<file path="src/sv/tesa_pkg.sv">
// Shared types and constants for the two-ended stack allocator.
package tesa_pkg;

	// Command codes
	localparam logic [2:0] CMD_ALLOC_PERM = 3'd0;
	localparam logic [2:0] CMD_ALLOC_TEMP = 3'd1;
	localparam logic [2:0] CMD_FREE_TEMP  = 3'd2;
	localparam logic [2:0] CMD_CLEAR_TEMP = 3'd3;
	localparam logic [2:0] CMD_SET_MARK   = 3'd4;
	localparam logic [2:0] CMD_CLEAR_MARK = 3'd5;
	localparam logic [2:0] CMD_CLEAR_ALL  = 3'd6;
	localparam logic [2:0] CMD_QUERY      = 3'd7;

	// Result status codes
	localparam logic [1:0] ST_OK      = 2'd0;
	localparam logic [1:0] ST_NOSPACE = 2'd1;
	localparam logic [1:0] ST_NOT_TOP = 2'd2;

	// Side preference codes for a permanent allocation
	localparam logic [1:0] PREF_LOW  = 2'd0;
	localparam logic [1:0] PREF_HIGH = 2'd1;

	// Alignment and header sizes; alignments are powers of two
	localparam int unsigned PERM_ALIGN  = 32;
	localparam int unsigned TEMP_ALIGN  = 8;
	localparam int unsigned TEMP_HEADER = 8;

	localparam logic [30:0] TOTAL_RESET = 31'd134217728;

	// Controller commands to the datapath
	typedef struct packed {
		logic load_in;
		logic eval;
		logic exec;
		logic load_out;
	} dp_ctl_t;

	// Datapath status to the controller
	typedef struct packed {
		logic out_busy;
	} dp_sts_t;

endpackage

</file>
<file path="src/sv/tesa_ctrl.sv">
// Sequencing controller for the two-ended stack allocator.
module tesa_ctrl (
	input  logic              clk,
	input  logic              arst_n,
	input  logic              in_valid,
	output logic              in_stall,
	input  tesa_pkg::dp_sts_t sts,
	output tesa_pkg::dp_ctl_t ctl
);

	localparam logic [1:0] S_IDLE = 2'd0;
	localparam logic [1:0] S_EVAL = 2'd1;
	localparam logic [1:0] S_EXEC = 2'd2;
	localparam logic [1:0] S_FIN  = 2'd3;

	logic [1:0] state_q;
	logic [1:0] state_d;

	// Decode state into datapath commands
	always_comb begin
		ctl      = '0;
		state_d  = state_q;
		in_stall = 1'b1;
		unique case (state_q)
			S_IDLE: begin
				in_stall    = 1'b0;
				ctl.load_in = in_valid;
				if (in_valid) begin
					state_d = S_EVAL;
				end
			end
			S_EVAL: begin
				ctl.eval = 1'b1;
				state_d  = S_EXEC;
			end
			S_EXEC: begin
				ctl.exec = 1'b1;
				state_d  = S_FIN;
			end
			S_FIN: begin
				if (!sts.out_busy) begin
					ctl.load_out = 1'b1;
					state_d      = S_IDLE;
				end
			end
			default: begin
				state_d = S_IDLE;
			end
		endcase
	end

	// Advance state
	always_ff @(posedge clk or negedge arst_n) begin
		if (!arst_n) begin
			state_q <= S_IDLE;
		end else begin
			state_q <= state_d;
		end
	end

	a_one_cmd: assert property (@(posedge clk) disable iff (!arst_n)
		$onehot0({ctl.load_in, ctl.eval, ctl.exec, ctl.load_out}))
		else $error("more than one datapath command at once");

	a_exec_after_eval: assert property (@(posedge clk) disable iff (!arst_n)
		ctl.eval |=> ctl.exec)
		else $error("side decision not followed by execution");

endmodule

</file>
<file path="src/sv/tesa_datapath.sv">
// Allocator state registers, command execution and result register.
module tesa_datapath (
	input  logic              clk,
	input  logic              arst_n,
	input  tesa_pkg::dp_ctl_t ctl,
	output tesa_pkg::dp_sts_t sts,
	input  logic              cfg_wr_en,
	input  logic [30:0]       cfg_wr_data,
	input  logic [2:0]        cmd,
	input  logic [30:0]       req_size,
	input  logic [1:0]        preference,
	input  logic [30:0]       free_offset,
	output logic              out_valid,
	input  logic              out_stall,
	output logic [1:0]        status,
	output logic [30:0]       offset,
	output logic [30:0]       remaining,
	output logic              has_mark
);

	localparam logic [31:0] PERM_MASK = ~(32'(tesa_pkg::PERM_ALIGN) - 32'd1);
	localparam logic [31:0] TEMP_MASK = ~(32'(tesa_pkg::TEMP_ALIGN) - 32'd1);
	localparam logic [31:0] HDR       = 32'(tesa_pkg::TEMP_HEADER);

	function automatic logic [30:0] hi_off(input logic [30:0] tot, input logic [30:0] top);
		logic [30:0] r;
		r = (tot >= top) ? (tot - top) : '0;
		return r;
	endfunction

	// Configuration and allocator state
	logic [30:0] total_q;
	logic [30:0] low_mark_q, low_perm_q, low_temp_q, low_hw_q;
	logic [30:0] high_mark_q, high_perm_q, high_temp_q, high_hw_q;
	logic        perm_is_high_q;
	logic [30:0] low_mark_d, low_perm_d, low_temp_d, low_hw_d;
	logic [30:0] high_mark_d, high_perm_d, high_temp_d, high_hw_d;
	logic        perm_is_high_d;

	// Latched transaction and intermediate results
	logic [2:0]  cmd_q;
	logic [30:0] req_q;
	logic [1:0]  pref_q;
	logic [30:0] foff_q;
	logic        ph_try_q;
	logic [31:0] size_q;
	logic [1:0]  res_status_q;
	logic [30:0] res_offset_q;
	logic [1:0]  res_status_d;
	logic [30:0] res_offset_d;

	// Output register
	logic        out_valid_q;
	logic [1:0]  status_q;
	logic [30:0] offset_q;
	logic [30:0] remaining_q;
	logic        has_mark_q;

	// Side decision signals
	logic        ph;
	logic [30:0] ts_temp, ts_perm, ts_hw, ps_perm, ps_hw;
	logic        swap_ok, swapped, inuse, ph_new;
	logic [31:0] perm_size, temp_size;

	// Execution signals
	logic        p_hi;
	logic [30:0] ep_perm, et_temp, et_perm, et_hw;
	logic [32:0] perm_need, temp_need;
	logic [31:0] newp_sum, newt_sum, hdr_sum, hoff_sum;
	logic [30:0] newp, newt, t_diff;
	logic        fr_top, top_hi, top_lo;

	// Result summary
	logic [30:0] lo_max, hi_max;
	logic [31:0] used;

	// Decide the permanent side and the padded size
	always_comb begin
		ph      = perm_is_high_q;
		ts_temp = ph ? low_temp_q : high_temp_q;
		ts_perm = ph ? low_perm_q : high_perm_q;
		ts_hw   = ph ? low_hw_q : high_hw_q;
		ps_perm = ph ? high_perm_q : low_perm_q;
		ps_hw   = ph ? high_hw_q : low_hw_q;
		inuse   = (ts_temp != ts_perm);
		swap_ok = !inuse &&
			(({1'b0, ts_hw} + {1'b0, ps_perm}) > ({1'b0, ps_hw} + {1'b0, ts_perm}));
		swapped = ph ^ swap_ok;
		ph_new  = ph;
		if (cmd_q == tesa_pkg::CMD_ALLOC_PERM) begin
			if (pref_q == tesa_pkg::PREF_LOW && !inuse) begin
				ph_new = ph ? swapped : ph;
			end else if (pref_q == tesa_pkg::PREF_HIGH && !inuse) begin
				ph_new = ph ? ph : swapped;
			end else begin
				ph_new = swapped;
			end
		end else if (cmd_q == tesa_pkg::CMD_ALLOC_TEMP) begin
			ph_new = swapped;
		end
		perm_size = ({1'b0, req_q} + (32'(tesa_pkg::PERM_ALIGN) - 32'd1)) & PERM_MASK;
		temp_size = (({1'b0, req_q} + (32'(tesa_pkg::TEMP_ALIGN) - 32'd1)) & TEMP_MASK) + HDR;
	end

	// Execute the command against the chosen sides
	always_comb begin
		p_hi    = ph_try_q;
		ep_perm = p_hi ? high_perm_q : low_perm_q;
		et_temp = p_hi ? low_temp_q : high_temp_q;
		et_perm = p_hi ? low_perm_q : high_perm_q;
		et_hw   = p_hi ? low_hw_q : high_hw_q;

		perm_need = {2'b0, low_temp_q} + {2'b0, high_temp_q} + {1'b0, size_q};
		temp_need = {2'b0, et_temp} + {2'b0, ep_perm} + {1'b0, size_q};
		newp_sum  = {1'b0, ep_perm} + size_q;
		newp      = newp_sum[30:0];
		newt_sum  = {1'b0, et_temp} + size_q;
		newt      = newt_sum[30:0];
		hdr_sum   = {1'b0, et_temp} + HDR;
		hoff_sum  = {1'b0, hi_off(total_q, newt)} + HDR;

		t_diff = et_temp - et_perm;
		top_hi = ({1'b0, foff_q} + {1'b0, req_q}) == ({1'b0, et_temp} + HDR);
		top_lo = ({1'b0, foff_q} + {1'b0, et_temp}) == ({1'b0, total_q} + HDR);
		if (et_temp < et_perm || req_q > t_diff) begin
			fr_top = 1'b0;
		end else begin
			fr_top = p_hi ? top_hi : top_lo;
		end

		low_mark_d     = low_mark_q;
		low_perm_d     = low_perm_q;
		low_temp_d     = low_temp_q;
		low_hw_d       = low_hw_q;
		high_mark_d    = high_mark_q;
		high_perm_d    = high_perm_q;
		high_temp_d    = high_temp_q;
		high_hw_d      = high_hw_q;
		perm_is_high_d = perm_is_high_q;
		res_status_d   = tesa_pkg::ST_OK;
		res_offset_d   = '0;

		unique case (cmd_q)
			tesa_pkg::CMD_ALLOC_PERM: begin
				if (perm_need > {2'b0, total_q}) begin
					res_status_d = tesa_pkg::ST_NOSPACE;
				end else begin
					perm_is_high_d = p_hi;
					if (p_hi) begin
						high_perm_d  = newp;
						high_temp_d  = newp;
						res_offset_d = hi_off(total_q, newp);
					end else begin
						low_perm_d   = newp;
						low_temp_d   = newp;
						res_offset_d = ep_perm;
					end
				end
			end
			tesa_pkg::CMD_ALLOC_TEMP: begin
				if (temp_need > {2'b0, total_q}) begin
					res_status_d = tesa_pkg::ST_NOSPACE;
				end else begin
					perm_is_high_d = p_hi;
					if (p_hi) begin
						low_temp_d   = newt;
						res_offset_d = hdr_sum[30:0];
						if (newt > et_hw) begin
							low_hw_d = newt;
						end
					end else begin
						high_temp_d  = newt;
						res_offset_d = hoff_sum[30:0];
						if (newt > et_hw) begin
							high_hw_d = newt;
						end
					end
				end
			end
			tesa_pkg::CMD_FREE_TEMP: begin
				if (fr_top) begin
					if (p_hi) begin
						low_temp_d = et_temp - req_q;
					end else begin
						high_temp_d = et_temp - req_q;
					end
				end else begin
					res_status_d = tesa_pkg::ST_NOT_TOP;
				end
			end
			tesa_pkg::CMD_CLEAR_TEMP: begin
				if (p_hi) begin
					low_temp_d = low_perm_q;
				end else begin
					high_temp_d = high_perm_q;
				end
			end
			tesa_pkg::CMD_SET_MARK: begin
				low_mark_d  = low_perm_q;
				high_mark_d = high_perm_q;
			end
			tesa_pkg::CMD_CLEAR_MARK: begin
				low_perm_d  = low_mark_q;
				low_temp_d  = low_mark_q;
				high_perm_d = high_mark_q;
				high_temp_d = high_mark_q;
			end
			tesa_pkg::CMD_CLEAR_ALL: begin
				low_mark_d     = '0;
				low_perm_d     = '0;
				low_temp_d     = '0;
				low_hw_d       = '0;
				high_mark_d    = '0;
				high_perm_d    = '0;
				high_temp_d    = '0;
				high_hw_d      = '0;
				perm_is_high_d = 1'b0;
			end
			tesa_pkg::CMD_QUERY: begin
				res_status_d = tesa_pkg::ST_OK;
			end
			default: begin
				res_status_d = tesa_pkg::ST_OK;
			end
		endcase
	end

	// Summarize free space between the stacks
	always_comb begin
		lo_max = (low_perm_q > low_temp_q) ? low_perm_q : low_temp_q;
		hi_max = (high_perm_q > high_temp_q) ? high_perm_q : high_temp_q;
		used   = {1'b0, lo_max} + {1'b0, hi_max};
	end

	// Hold configuration and allocator state
	always_ff @(posedge clk or negedge arst_n) begin
		if (!arst_n) begin
			total_q        <= tesa_pkg::TOTAL_RESET;
			low_mark_q     <= '0;
			low_perm_q     <= '0;
			low_temp_q     <= '0;
			low_hw_q       <= '0;
			high_mark_q    <= '0;
			high_perm_q    <= '0;
			high_temp_q    <= '0;
			high_hw_q      <= '0;
			perm_is_high_q <= 1'b0;
		end else begin
			if (cfg_wr_en) begin
				total_q <= cfg_wr_data;
			end
			if (ctl.exec) begin
				low_mark_q     <= low_mark_d;
				low_perm_q     <= low_perm_d;
				low_temp_q     <= low_temp_d;
				low_hw_q       <= low_hw_d;
				high_mark_q    <= high_mark_d;
				high_perm_q    <= high_perm_d;
				high_temp_q    <= high_temp_d;
				high_hw_q      <= high_hw_d;
				perm_is_high_q <= perm_is_high_d;
			end
		end
	end

	// Capture the transaction and intermediate results
	always_ff @(posedge clk) begin
		if (ctl.load_in) begin
			cmd_q  <= cmd;
			req_q  <= req_size;
			pref_q <= preference;
			foff_q <= free_offset;
		end
		if (ctl.eval) begin
			ph_try_q <= ph_new;
			size_q   <= (cmd_q == tesa_pkg::CMD_ALLOC_PERM) ? perm_size : temp_size;
		end
		if (ctl.exec) begin
			res_status_q <= res_status_d;
			res_offset_q <= res_offset_d;
		end
		if (ctl.load_out) begin
			status_q    <= res_status_q;
			offset_q    <= res_offset_q;
			remaining_q <= (used < {1'b0, total_q}) ? (total_q - used[30:0]) : '0;
			has_mark_q  <= (low_mark_q != '0) || (high_mark_q != '0);
		end
	end

	// Hold the result until it is taken
	always_ff @(posedge clk or negedge arst_n) begin
		if (!arst_n) begin
			out_valid_q <= 1'b0;
		end else if (ctl.load_out) begin
			out_valid_q <= 1'b1;
		end else if (!out_stall) begin
			out_valid_q <= 1'b0;
		end
	end

	assign sts.out_busy = out_valid_q && out_stall;
	assign out_valid    = out_valid_q;
	assign status       = status_q;
	assign offset       = offset_q;
	assign remaining    = remaining_q;
	assign has_mark     = has_mark_q;

	a_nospace_keeps: assert property (@(posedge clk) disable iff (!arst_n)
		ctl.exec && res_status_d == tesa_pkg::ST_NOSPACE |=>
		$stable(low_perm_q) && $stable(high_perm_q) && $stable(low_temp_q) &&
		$stable(high_temp_q) && $stable(perm_is_high_q))
		else $error("failed allocation changed allocator state");

	a_swap_idle_temp: assert property (@(posedge clk) disable iff (!arst_n)
		ctl.exec && ph_try_q != perm_is_high_q |-> ts_temp == ts_perm)
		else $error("sides swapped with temp memory in use");

	a_hw_covers_temp: assert property (@(posedge clk) disable iff (!arst_n)
		ctl.exec && cmd_q == tesa_pkg::CMD_ALLOC_TEMP && res_status_d == tesa_pkg::ST_OK
		|=> (perm_is_high_q ? (low_hw_q >= low_temp_q) : (high_hw_q >= high_temp_q)))
		else $error("temp high-water mark below temp top");

endmodule

</file>
<file path="src/sv/two_ended_stack_allocator_core.sv">
// Two-ended stack allocator: one command per transaction, one result per command.
// The controller takes each transaction through its accept, decide-side, execute and
// result-load steps and accepts no new one until the result is loaded; a stalled
// result holds the result-load step.
// Reset clears all stack tops, marks and high-water marks, puts the permanent stack
// on the low side and loads total_bytes with 134217728.
module two_ended_stack_allocator_core (
	input  logic        clk,
	input  logic        arst_n,
	input  logic        cfg_wr_en,
	input  logic [30:0] cfg_wr_data,
	input  logic        in_valid,
	output logic        in_stall,
	input  logic [2:0]  cmd,
	input  logic [30:0] req_size,
	input  logic [1:0]  preference,
	input  logic [30:0] free_offset,
	output logic        out_valid,
	input  logic        out_stall,
	output logic [1:0]  status,
	output logic [30:0] offset,
	output logic [30:0] remaining,
	output logic        has_mark
);

	tesa_pkg::dp_ctl_t ctl;
	tesa_pkg::dp_sts_t sts;

	// Sequence each transaction
	tesa_ctrl u_ctrl (
		.clk      (clk),
		.arst_n   (arst_n),
		.in_valid (in_valid),
		.in_stall (in_stall),
		.sts      (sts),
		.ctl      (ctl)
	);

	// Hold state and compute results
	tesa_datapath u_dp (
		.clk         (clk),
		.arst_n      (arst_n),
		.ctl         (ctl),
		.sts         (sts),
		.cfg_wr_en   (cfg_wr_en),
		.cfg_wr_data (cfg_wr_data),
		.cmd         (cmd),
		.req_size    (req_size),
		.preference  (preference),
		.free_offset (free_offset),
		.out_valid   (out_valid),
		.out_stall   (out_stall),
		.status      (status),
		.offset      (offset),
		.remaining   (remaining),
		.has_mark    (has_mark)
	);

endmodule

</file>
<file path="config.mk">
export PLATFORM = sky130hd
export DESIGN_NAME = two_ended_stack_allocator_core
export DESIGN_NICKNAME = d
export VERILOG_FILES = /design/src/sv/tesa_pkg.sv /design/src/sv/tesa_ctrl.sv /design/src/sv/tesa_datapath.sv /design/src/sv/two_ended_stack_allocator_core.sv
export SDC_FILE = /design/constraint.sdc
export NUM_CORES = 2
export LEC_CHECK = 0
export ABC_AREA = 0
export BUFFER_PORTS_ARGS = -buffer_cell sky130_fd_sc_hd__buf_4
export CAP_MARGIN = 10
export CORE_UTILIZATION = 50
export CTS_BUF_LIST = sky130_fd_sc_hd__clkbuf_4 sky130_fd_sc_hd__clkbuf_8
export DETAILED_ROUTE_END_ITERATION = 8
export PLACE_DENSITY = 0.66
export SETUP_SLACK_MARGIN = 0.2
export SKIP_LAST_GASP = 1
export SLEW_MARGIN = 20
export SYNTH_ARGS = -nofsm -noshare
export SYNTH_HDL_FRONTEND = slang
export SYNTH_SLANG_ARGS = --single-unit
</file>
<file path="constraint.sdc">
create_clock -name clk -period 11.15 [get_ports clk]
set_input_delay 1.6725 -clock clk [delete_from_list [all_inputs] [get_ports clk]]
set_output_delay 1.6725 -clock clk [all_outputs]
set_load 0.02 [all_outputs]
</file>
; Yosys cells after proc, flatten, opt, wreduce, memory -nomap -nowiden
; Cells that the tools add are included.
[word_totals]
ff_bits = 481
latchBits = 0
mem_bits_rw = 0
romBits = 0
in_bits = 103
out_inout_bits = 67
mem_count = 0
[classes]
add_sub_neg = 22
multipliers = 0
div_mod_pow = 0
n_lt_le_gt_ge = 11
n_eq_ne = 28
n_shift = 0
mux = 72
bitwise = 1
reduce_logical = 26
[ops]
columns = cell, count
row1 = $mux W31, 36
row2 = $pmux W31 S6, 2
row3 = $pmux W31 S2, 5
row4 = $add A31 B31 Y32, 7
row5 = $pmux W31 S3, 2
row6 = $sub A31 B31 Y31, 5
row7 = $gt A31 B31 Y1, 4
row8 = $add A32 B32 Y33, 2
row9 = $gt A33 B31 Y1, 2
row10 = $add A31 B4 Y32 const B, 2
row11 = $eq A32 B32 Y1, 2
row12 = $add A31 B31 Y31, 2
row13 = $ge A31 B31 Y1, 2
row14 = $reduce_bool A31 Y1, 2
row15 = $add A31 B3 Y32 const B, 1
row16 = $add A31 B5 Y32 const B, 1
row17 = $add A32 B4 Y32 const B, 1
row18 = $gt A32 B32 Y1, 1
row19 = $lt A32 B31 Y1, 1
row20 = $mux W32, 1
row21 = $add A31 B4 Y31 const B, 1
row22 = $lt A31 B31 Y1, 1
row23 = $ne A31 B31 Y1, 1
row24 = $mux W1, 20
row25 = 24 further kinds, 56

; Longest topological paths before layout
[logic_depth]
depth_word = 9
mapped_depth = 43
mapped_depth_nobuf = 41

; Cells and area by module
; From an unflattened synthesis, not the netlist that was laid out.
[unflattened]
hier_cells = 6342
hier_area_um2 = 55191.7
[by_module_without_submodules]
columns = mod, instances, cells_each, area_each_um2, seq_area_each_um2
row1 = tesa_datapath, 1, 6326, 55010.3, 12888.6
row2 = tesa_ctrl, 1, 16, 181.4, 50.0

; Least setup slack after synthesis
; No wires, ideal clock.
[synth_timing]
kind = register to register
from = reg u_dp.ph_try_q, in the netlist u_dp.p_hi
to = reg u_dp.res_offset_q[25], data pin
setup_time_ns = 0.271
t_arrival_ns = 9.104
required_ns = 10.879
setup_slack_ns = 1.774
stages_incl_launch_ff = 42
n_path_buf = 12
synth_period_minus_slack_ns = 9.376
cell_sequence = edfxtp_1 buf_4 buf_2 buf_2 buf_2 buf_2 buf_1 clkbuf_1 clkbuf_1 buf_1 o21ai_0 ha_1 a211oi_1 o211ai_1 a221o_1 o41ai_1 a31oi_1 nand3_1 [... 6 more ...] a21o_1 a221oi_1 nand3_1 a2111oi_0 or2_2 clkbuf_1 clkbuf_1 clkbuf_1 nor2b_1 ha_1 nand3_1 nor4_1 and3_1 nor4bb_1 xnor2_1 nor2_1 a21oi_1 o22ai_1
[synth_via]
elab_chain_cells = 8
word_cells_on_any_way = 20
classes_between = add/sub (8) / order compare (3) / mux (9)
[synth_lines]
columns = element, line_no
row1 = start: declaration, tesa_datapath.sv:45  ; logic ph_try_q;
row2 = start signal: assignment, tesa_datapath.sv:275  ; ph_try_q <= ph_new;
row3 = $mux W31, tesa_datapath.sv:109  ; et_temp = p_hi ? low_temp_q : high_temp_q;
row4 = $add A31 B31 Y31, tesa_datapath.sv:117  ; newt_sum = {1'b0, et_temp} + size_q;
row5 = $sub A31 B31 Y31 / $ge A31 B31 Y1 (equally long branches), tesa_datapath.sv:27  ; r = (tot >= top) ? (tot - top) : '0;
row6 = $mux W31, tesa_datapath.sv:27
row7 = $add A31 B4 Y31, tesa_datapath.sv:120  ; hoff_sum = {1'b0, hi_off(total_q, newt)} + HDR;
row8 = $mux W31, tesa_datapath.sv:165  ; if (p_hi) begin
row9 = $mux W31, tesa_datapath.sv:161  ; if (temp_need > {2'b0, total_q}) begin
row10 = $pmux W31 S2 (*), tesa_datapath.sv:143  ; unique case (cmd_q)
row11 = named net u_dp.res_offset_d[25], tesa_datapath.sv:50  ; logic [30:0] res_offset_d;
row12 = end signal: assignment, tesa_datapath.sv:280  ; res_offset_q <= res_offset_d;
row13 = end: declaration, tesa_datapath.sv:48  ; logic [30:0] res_offset_q;
; The timed path passes the listed nets; every way through them passes the cells marked *.
; A chain may end at the register's enable or synchronous reset.

; Worst setup path after layout
[layout_timing]
from = reg u_dp.ph_try_q, in the netlist u_dp.p_hi
to = reg u_dp.res_offset_q[29], data pin
; The elaborated chain is that of the path after synthesis.

==> results.yml <==
outcome:
  outcome: "complete, no violations"
timing:
  tightest_slew_ps: 1360
  grt_setup_unrepaired: "no"
  setup_violations: 0
  setup_ws_ps: 383
  slew_viol_final: 0
  post-route-period-util: 0.966
  skew_ps: 52.5
  whs_ps: 411
  fmax_mhz: 92.9
  timing.setup.tns_ps: 0
  post-route-min-period_ps: 10770
  hold_violations: 0
  relSlewSlack: 0.0711
synth:
  postSynthAreaPerCell_um2: 8.71
  synth_edf_count: 195
  synth_compound_area_frac: 0.209
  yosys.area_share.xor_xnor: 0.0888
  postSynth.asyncResetShare: 0.592
  synthCells: 6250
  synthesis.area_mm2: 0.0544
  ys_warn_count: 0
  synthTopCellsByArea: "ha_1, dfrtp_1, edfxtp_1, xnor2_1, mux2_2"
  ys.flop_type: "dfrtp_1"
  synth_top_family_by_area: "compound AO/OA/AOI/OAI gates"
  synth.top_cell.area_share: 0.159
  synth_largest_area_cell: "ha_1"
  synth_cell_types: 101
  muxShareOfSynthArea: 0.0891
  syn_nets: 7113
  synth_seq_cells: 478
  synth_simple_gate_area_share: 0.149
  synthAdderAreaFrac: 0.184
  ys_seq_area_frac: 0.238
grt:
  grt_max_degree: 121
  grt-busiest-layer: "met2"
  grtUsageMet3: 0.0890
  use_met1: 0.516
  grt.total_usage: 0.391
  use_met2: 0.569
  overflow: 0
  antenna_found_initial: 15
  grt_pass1_vias: 47400
  grt_pass1_wl_mm: 318
worst_setup_path:
  worstPathMaxFanout: 120
  critical_path_class: "reg -> reg"
  crit_path_top_delay_cell: "nor4_1"
  worst_r2r_startpoint: "u_dp.p_hi"
  ff2ff_path_depth: 29
  r2r_slack_ps: 380
  cp_top_family: "simple AND/OR/NAND/NOR gates"
  crit_arrival_ps: 11320
  critical_path_buf_inv_count: 3
  worst_setup_path_end_kind: "register"
  max_stage_delay_ps: 830
  start_kind: "register"
  reg2reg_to: "u_dp.res_offset_q[29]"
  cp.required_ps: 11700
cts:
  h-tree-depth: 3
  cts_hold_buf: 0
  clkSlewWorstSetupHoldPaths_ps: 70
  ctsResizeCount: 0
  clock-sinks: 478
  postCtsSetupRepairBufs: 0
  cts_root_buf: "clkbuf_8"
  numCtsBuffers: 91
  clk_latency_ps: 820
  cts_tree: "yes"
  cts.path.max_buffers: 3
floorplan:
  coreArea_mm2: 0.108
  dieWidth_um: 332
  die_h_um: 332
  start_util: 0.506
  rows: 120
  ioPinCount: 170
  die_area_mm2: 0.110
run:
  cap_violations: 0
placement:
  dp_worst_setup_slack_ps: 1060
  place_area_mm2: 0.0576
  portBuffers: 169
  gp_congestion: 1.06
  dpl.hpwl_mm: 180
routing:
  drc: 0
  viasPerCell: 6.48
  post_drt_wl_per_cell_um: 28.1
  vias: 51100
  ant_nets: 0
  routed_wl_mm: 222
  drt-pass1-iter-count: 7
  drt-initial-drc-count: 5866
worst_hold_path:
  min-delay-start: "u_dp.res_status_q[1]"
  hp-class: "reg -> reg"
  min_path_cells: 0
  hold_path_end: "u_dp.status[1]"
layout:
  synthToLayoutAreaGrowth_pct: 9.66
  drive_gt1_frac: 0.124
  layout.nets: 7272
  regArea_mm2: 0.0129
  fillers: 9988
  multi_input_area_mm2: 0.0393
  final_area_mm2: 0.0597
## metal layers
| metal | vias to the layer above | part of all wire |
|---|---|---|
| met5 | - | 0.00031 |
| met4 | 4 | 0.080 |
| met3 | 607 | 0.10 |
| met2 | 2736 | 0.41 |
| met1 | 24400 | 0.41 |
| li1 | 23400 | - |
## per-stage QoR
| stage | util | cells |
|---|---|---|
| 2_1_floorplan | - | 6250 |
| 3_3_place_gp | 0.535 | 7717 |
| 3_5_place_dp | 0.535 | 7717 |
| 4_1_cts | 0.555 | 7886 |
| 5_1_grt | 0.555 | 7890 |
| 6_report | 0.555 | 7892 |
## cell type report
type,instances,share of cell area
multi-input cells,5173,0.658
flip-flops and latches,478,0.217
repair buffers,282,0.0369
well taps,1403,0.0294
clock buffers,127,0.0269
inverters,383,0.0241
clock inverters,42,0.00803
diodes,4,0.000168
## cells by family (layout without fill, tap and decap cells)
kind of cell               count (synthesis)  count (layout)
AOI/OAI and AO/OA                       1763            1763
xor gates and xnor gates                 543             543
adders and majority gates                760             760
buffers and inverters                    599             834
DFF                                      478             478
muxes                                    449             449
other                                      0               4
and+or+nand+nor                         1658            1658
## cells in the final DEF, fill, tap and decap left out, drive strengths merged, types with 114 or more instances in the layout
cell type / count
xor2: 152
mux2i: 173
ha: 690
inv: 385
nand3: 127
o21ai: 416
edfxtp: 195
clkbuf: 127
dfrtp: 282
nor2: 365
nand4: 124
a21oi: 459
nor3: 114
nand2: 503
a21o: 189
xnor2: 386
buf: 282
mux2: 276
## registers in the layout, indices dropped and copies added (netlist names), 2 cells and up
register	count
u_dp.res_status_q	2
u_dp.offset	31
u_dp.high_mark_q	31
u_dp.high_perm_q	31
u_dp.low_temp_q	31
u_ctrl.state_q	2
u_dp.remaining	31
u_dp.cmd_q	3
u_dp.low_hw_q	31
u_dp.foff_q	31
u_dp.status	2
u_dp.high_temp_q	31
u_dp.res_offset_q	31
u_dp.size_q	29
u_dp.low_mark_q	31
u_dp.pref_q	2
u_dp.low_perm_q	31
u_dp.req_q	31
u_dp.total_q	31
u_dp.high_hw_q	31
## synthesized netlist by cell type, types with 69 or more instances
| cell | number |
|---|---|
| dfrtp_1 | 282 |
| xnor2_1 | 385 |
| inv_1 | 381 |
| clkbuf_1 | 171 |
| a21o_1 | 189 |
| nand2b_1 | 69 |
| xor2_1 | 152 |
| a22oi_1 | 72 |
| o21a_1 | 94 |
| a21oi_1 | 456 |
| mux2i_1 | 173 |
| fa_1 | 70 |
| nor2_1 | 365 |
| edfxtp_1 | 195 |
| nor3_1 | 113 |
| nor2b_1 | 101 |
| mux2_2 | 268 |
| nand3_1 | 125 |
| o21ai_0 | 411 |
| ha_1 | 690 |
| nand2_1 | 503 |
| nand4_1 | 121 |
## how the worst max path moves through the flow
stage / depth (start not counted) / endpoint / from / slack, ps
finish: 29 / u_dp.res_offset_q[29] / u_dp.p_hi / 380
global placement: 29 / u_dp.res_offset_q[29] / u_dp.p_hi / 1240
floorplan: 41 / u_dp.res_offset_q[25] / u_dp.p_hi / 1770
global route: 29 / u_dp.res_offset_q[29] / u_dp.p_hi / 380
CTS: 29 / u_dp.res_offset_q[29] / u_dp.p_hi / 1020
detailed placement: 29 / u_dp.res_offset_q[29] / u_dp.p_hi / 1060
Power is not shown: default switching activity piles up to over one toggle a cycle in this logic, so the estimate is an artifact.
